<file path="config.mk">
export PLATFORM = sky130hd
export DESIGN_NAME = nnue_acc_fifo
export DESIGN_NICKNAME = d
export VERILOG_FILES = /design/src/hdl/nnue_acc_pkg.sv /design/src/hdl/nnue_acc_fifo.sv
export VERILOG_INCLUDE_DIRS = /design/src /design/src/hdl
export SDC_FILE = /design/constraint.sdc
export NUM_CORES = 1
export LEC_CHECK = 0
export ABC_AREA = 0
export BUFFER_PORTS_ARGS = -buffer_cell sky130_fd_sc_hd__buf_2
export CAP_MARGIN = 5
export CORE_ASPECT_RATIO = 0.75
export CORE_MARGIN = 2
export CORE_UTILIZATION = 40
export DETAILED_ROUTE_END_ITERATION = 6
export GPL_ROUTABILITY_DRIVEN = 0
export PLACE_DENSITY_LB_ADDON = 0.2
export SETUP_SLACK_MARGIN = 0.15
export SYNTH_ARGS = -nofsm -noshare
export SYNTH_HDL_FRONTEND = slang
export SYNTH_SLANG_ARGS = --single-unit
</file>
<file path="constraint.sdc">
create_clock -name clk -period 23.9 [get_ports clk]
set_clock_uncertainty 0.15 [all_clocks]
set_input_delay 2.39 -clock clk [delete_from_list [all_inputs] [get_ports clk]]
set_output_delay 2.39 -clock clk [all_outputs]
set_load 0.05 [all_outputs]
</file>
<file path="src/hdl/nnue_accumulator_engine_top_assert.svh">
// assertion macros shared by the accumulator engine
`ifndef NNUE_ACCUMULATOR_ENGINE_TOP_ASSERT_SVH
`define NNUE_ACCUMULATOR_ENGINE_TOP_ASSERT_SVH
`ifndef SYNTHESIS
`define NNUE_ASSERT(lbl, clk, rstn, prop, msg) \
  lbl: assert property (@(posedge clk) disable iff (!rstn) (prop)) else $error(msg);
`define NNUE_NEVER(lbl, clk, rstn, prop, msg) \
  lbl: assert property (@(posedge clk) disable iff (!rstn) !(prop)) else $error(msg);
`else
`define NNUE_ASSERT(lbl, clk, rstn, prop, msg)
`define NNUE_NEVER(lbl, clk, rstn, prop, msg)
`endif
`endif

</file>
<file path="src/hdl/nnue_acc_pkg.sv">
`default_nettype none
package nnue_acc_pkg;

  localparam int HALF_DIMENSIONS_DEF = 2048;
  localparam int LANES_DEF           = 8;
  localparam int MAX_LANES           = 8;
  localparam int LANE_W              = 16;
  localparam int CLIP_W              = 8;
  localparam int CHUNK_W             = 8;
  localparam int COUNT_W             = 13;
  localparam int BASE_W              = 12;
  localparam int POP_W               = 4;
  localparam int QUEUE_DEPTH         = 2;
  localparam int IN_USER_W           = 2;

  typedef enum logic [IN_USER_W-1:0] {
    CMD_LOAD = 2'd0,
    CMD_ADD  = 2'd1,
    CMD_SUB  = 2'd2,
    CMD_EMIT = 2'd3
  } cmd_t;

  typedef logic signed [LANE_W-1:0] lane_t;

  // input tdata layout, lowest bits last in the list
  typedef struct packed {
    logic [6:0]                pad;
    lane_t [MAX_LANES-1:0]     lanes;
    logic [CHUNK_W-1:0]        chunk;
    logic                      persp;
  } in_data_t;

  localparam int IN_DATA_W = $bits(in_data_t);

  // classified item as it travels through the queue
  typedef struct packed {
    cmd_t                      cmd;
    logic                      persp;
    logic [CHUNK_W-1:0]        chunk;
    logic                      restart;
    logic [BASE_W-1:0]         base;
    lane_t [MAX_LANES-1:0]     lanes;
  } item_t;

  typedef struct packed {
    logic [6:0]                          pad;
    logic [BASE_W-1:0]                   base;
    logic [COUNT_W-1:0]                  offset;
    logic [MAX_LANES-1:0]                mask;
    logic [MAX_LANES-1:0][CLIP_W-1:0]    clips;
  } result_t;

  localparam int OUT_DATA_W = $bits(result_t);

endpackage
`default_nettype wire

</file>
<file path="src/hdl/nnue_acc_fifo.sv">
`default_nettype none
`include "nnue_accumulator_engine_top_assert.svh"
module nnue_acc_fifo #(
  parameter int DEPTH = nnue_acc_pkg::QUEUE_DEPTH
) (
  input  wire logic               clk,
  input  wire logic               rst_n,
  input  wire logic               push,
  input  wire nnue_acc_pkg::item_t push_item,
  output logic                    full,
  input  wire logic               pop,
  output logic                    empty,
  output nnue_acc_pkg::item_t     head
);
  import nnue_acc_pkg::*;

  localparam int PW = $clog2(DEPTH);
  localparam int CW = $clog2(DEPTH + 1);
  localparam logic [PW-1:0] LAST = PW'(DEPTH - 1);

  item_t         mem_r [DEPTH];
  logic [PW-1:0] wp_r, wp_nxt;
  logic [PW-1:0] rp_r, rp_nxt;
  logic [CW-1:0] cnt_r, cnt_nxt;

  assign full  = cnt_r == CW'(DEPTH);
  assign empty = cnt_r == '0;
  assign head  = mem_r[rp_r];

  always_comb begin
    wp_nxt  = wp_r;
    rp_nxt  = rp_r;
    cnt_nxt = cnt_r;
    if (push) begin
      wp_nxt = (wp_r == LAST) ? '0 : wp_r + PW'(1);
    end
    if (pop) begin
      rp_nxt = (rp_r == LAST) ? '0 : rp_r + PW'(1);
    end
    if (push && !pop) begin
      cnt_nxt = cnt_r + CW'(1);
    end else if (pop && !push) begin
      cnt_nxt = cnt_r - CW'(1);
    end
  end

  always_ff @(posedge clk) begin
    if (!rst_n) begin
      wp_r  <= '0;
      rp_r  <= '0;
      cnt_r <= '0;
    end else begin
      wp_r  <= wp_nxt;
      rp_r  <= rp_nxt;
      cnt_r <= cnt_nxt;
    end
  end

  always_ff @(posedge clk) begin
    if (push) begin
      mem_r[wp_r] <= push_item;
    end
  end

  `NNUE_NEVER(a_push_full, clk, rst_n, push && full, "push into full queue")
  `NNUE_NEVER(a_pop_empty, clk, rst_n, pop && empty, "pop from empty queue")
  `NNUE_ASSERT(a_cnt_inc, clk, rst_n, push && !pop |=> cnt_r == $past(cnt_r) + CW'(1), "no grow")

endmodule
`default_nettype wire

</file>
==> results.md <==
Run status:
- The flow ran to the end, and the final reports show no timing, DRC or antenna violations.

Timing:
- Measured against its own limit, the worst slew margin works out to roughly 27%.
- After layout, the worst path uses 22.5% of the clock period.
- Across all hold checks on the routed design, the worst slack comes to between 300 and 400 ps.
- The number of pins with negative max-slew slack in the final report is 0.
- The final hold violation count is 0.
- Adding up every negative setup slack in the final design gives 0 ps.
- Timing would allow up to between 150 and 200 MHz.
- The actual transition at the worst max-transition pin is approximately 1100 ps.
- After layout, the minimum clock period comes to ~5400 ps.
- Setup repair after global routing left no endpoint under its margin.
- Setup violations remaining at the end of the flow were counted as 0.
- After layout, the worst setup slack is 18520 ps.

Cells and area:
- The area used by multi-input combinational logic is 0.00213 mm².
- The final net count is between 900 and 1000.
- The fraction of layout instances using a drive strength above 1 is 60.4%.
- The filler cells instantiated in the layout total about 2300.
- The library cell used most frequently in the layout, excluding fill and tap cells, is buf_2.
- In the layout the commonest cells are buf_2 (309), edfxtp_1 (304), mux2_4 (80).
- In the final layout, flip-flops and latches occupy between 0.009 and 0.01 mm².
- The number of cells in the finished layout apart from fillers is between 1000 and 1500.
- The area growth from synthesis to layout is 25.4%.

Placement:
- The detailed placement HPWL is ~15000 µm.
- In this run the tool buffered the top-level ports with 309 buffer cells.
- The count of placed standard cells including taps is about 1200.
- OpenSTA, run right after detailed placement, puts the worst setup slack at 19050 ps.

Worst setup path:
- Along the worst path, the maximum fanout reaches 66.
- The worst endpoint data arrival time is about 2800 ps.
- STA classifies the critical path endpoint as a primary output.
- The endpoint required time on the critical path is between 20000 and 25000 ps.
- The critical path class is reg2out.
- Setup slack on the worst reg-to-reg path comes out at between 20000 and 25000 ps.
- The worst setup path is launched from a flip-flop.

Yosys:
- The top cell type by total area after synthesis is edfxtp_1.
- The synthesized design contains roughly 310 register bits.
- The post-synthesis instance area is 0.0115 mm².
- After synthesis, the cell types taking the most area are edfxtp_1 (79%), mux2_4 (10%), mux2_2 (7.0%).
- The count of yosys warnings during synthesis is 0.
- Yosys mapped the design onto 17 distinct sky130hd cell types.
- Synthesis produced about 500 cells.
- The post-synthesis sequential area ratio is around 80%.
- The number of nets in the synthesized netlist is around 650.
- Of the post-synthesis cell area, the dominant cell type holds between 70% and 80%.
- The average instance in the mapped netlist occupies 23.2 µm².

Detailed routing:
- After the first detailed-routing iteration, the DRC count stood at 194.
- The residual antenna-violating net count after detailed routing is 0.
- In the final routed layout, each cell accounts on average for around 18 µm.
- For this block, the via count after detailed routing is around 5700.
- After detailed routing, the number of vias per cell comes to about 4.6.
- The wire length reported by the detailed router is around 23000 µm.
- For this run, design rule violations remaining after detail routing come to 0.
- The first-pass iteration count of the detailed router is 6.

Floorplanning:
- The placeable core region is 0.0282 mm².
- The initial utilization of the core area, before any placement, comes to about two fifths.
- The overall die height is 151 µm.
- The die outline width is about 200 µm.
- The floorplan step defined a die boundary enclosing 0.0301 mm².
- The floorplan has 53 rows.
- The I/O pin count is between 300 and 400.

Power:
- The worst voltage drop across the vdd grid is between 0.06 and 0.07 mV.
- The power density over the cells is about 91 mW/mm².
- The analysis attributes to cell leakage a power of approximately 5.5 nW.
- After layout, the design draws a total of 0.00131 W.

Global route:
- Entering global routing, the biggest net connects between 60 and 70 pins.
- After global routing the overflow that remains totals 0.
- In the global route stage, overall resource usage came out at 14.4%.
- The initial antenna violation count is 5.
- The first global-routing pass estimated approximately 33000 µm of wire.
- The number of global-route vias before repair is slightly below 6000.

Clock tree:
- TritonCTS built the clock tree.
- The number of buffers created by CTS is 31.
- The clock passes through at most 3 buffers.
- The root cell of the clock tree is clkbuf_16.
- The source-to-sink clock delay at the later pin of the worst-skew pair is 540 ps.
- Buffers added to address setup during post-CTS repair amount to 0.
- After clock tree synthesis, the clock-pin slew on the worst setup and hold paths is around 60 ps.
- CTS built an H-tree with a depth of 1.
- The count of clock tree sinks is 309.
- In this run, post-CTS hold repair placed 0 buffers.
- Once the clock tree was built, the resizer swapped 0 gates to a different size.

Flow run:
- The number of max-capacitance violations reported is 0.

Worst hold path:
- The class of the tightest hold or removal check is reg2reg.
-- per-stage QoR --
stage | cell area, µm² | utilization (%)
6_report | 14400 | 51.2
4_1_cts | 14400 | 51.2
2_1_floorplan | 11500 | -
3_3_place_gp | 13400 | 47.7
3_5_place_dp | 13400 | 47.7
5_1_grt | 14400 | 51.2
-- registers in the layout, summed over array words and instances, names as in the netlist, named ones only --
signal / cells
mem_r: 304
cnt_r: 2
wp_r: 1
rp_r: 1
-- critical path: stages (launching register included) --
cell     delay (ps)
dfxtp_4         730
buf_4           810
mux2_2          440
buf_2           220
-- per-layer routing --
layer	vias to the layer above	routed length, µm	global-route usage, %	part of all wire (%)
li1	2649	-	-	-
met1	2815	9640	18.5	42
met2	225	10600	23.3	46
met3	36	2210	5.63	9.7
met4	4	348	2.93	1.5
met5	-	25	0	0.11
-- Yosys cell counts (all sizes together) --
cell and instances:
mux2 152, dfxtp 5, xor2 2, xnor2 1, ha 1, and2 4
nor2b 3, or3 1, o21a 1, edfxtp 304, o21ai 1, inv 1
nor2 1, buf 17, a21boi 1
-- final cells by class --
type	count	area share, %
Antenna cell	3	0.0520
Clock buffer	38	5.56
Multi-Input combinational cell	168	14.8
Tap cell	385	3.34
Timing Repair Buffer	315	11.0
Inverter	1	0.0260
Sequential cell	309	64.0
Clock inverter	19	1.19
-- where the power goes --
group | leakage, nW | internal, W | total [W] | switching, W
sequential | 2.90 | 0.000627 | 0.000637 | 0.00000982
clock | 0.476 | 0.000270 | 0.000461 | 0.000191
combinational | 2.18 | 0.0000644 | 0.000210 | 0.000146
-- final timing paths --
kind,start,end,depth (start not counted)
max,flip-flop,head[31],3
min,cnt_r[1],cnt_r[1],2
max reg2reg,wp_r,mem_r[0][113],2
min reg2reg,cnt_r[1],cnt_r[1],2
-- kinds of logic (layout without fill, tap and decap cells) --
group / after synthesis / in the layout / share of synthesized area, %
flops: 309 / 309 / 80.2
mux: 152 / 152 / 17.5
buf+inv: 18 / 373 / 1.32
simple gates: 9 / 9 / 0.468
compound gates: 3 / 3 / 0.174
xor+xnor: 3 / 3 / 0.228
fa+ha+maj: 1 / 1 / 0.109
other cells: 0 / 3 / 0
Note: power is estimated with default switching activity, not from simulation.
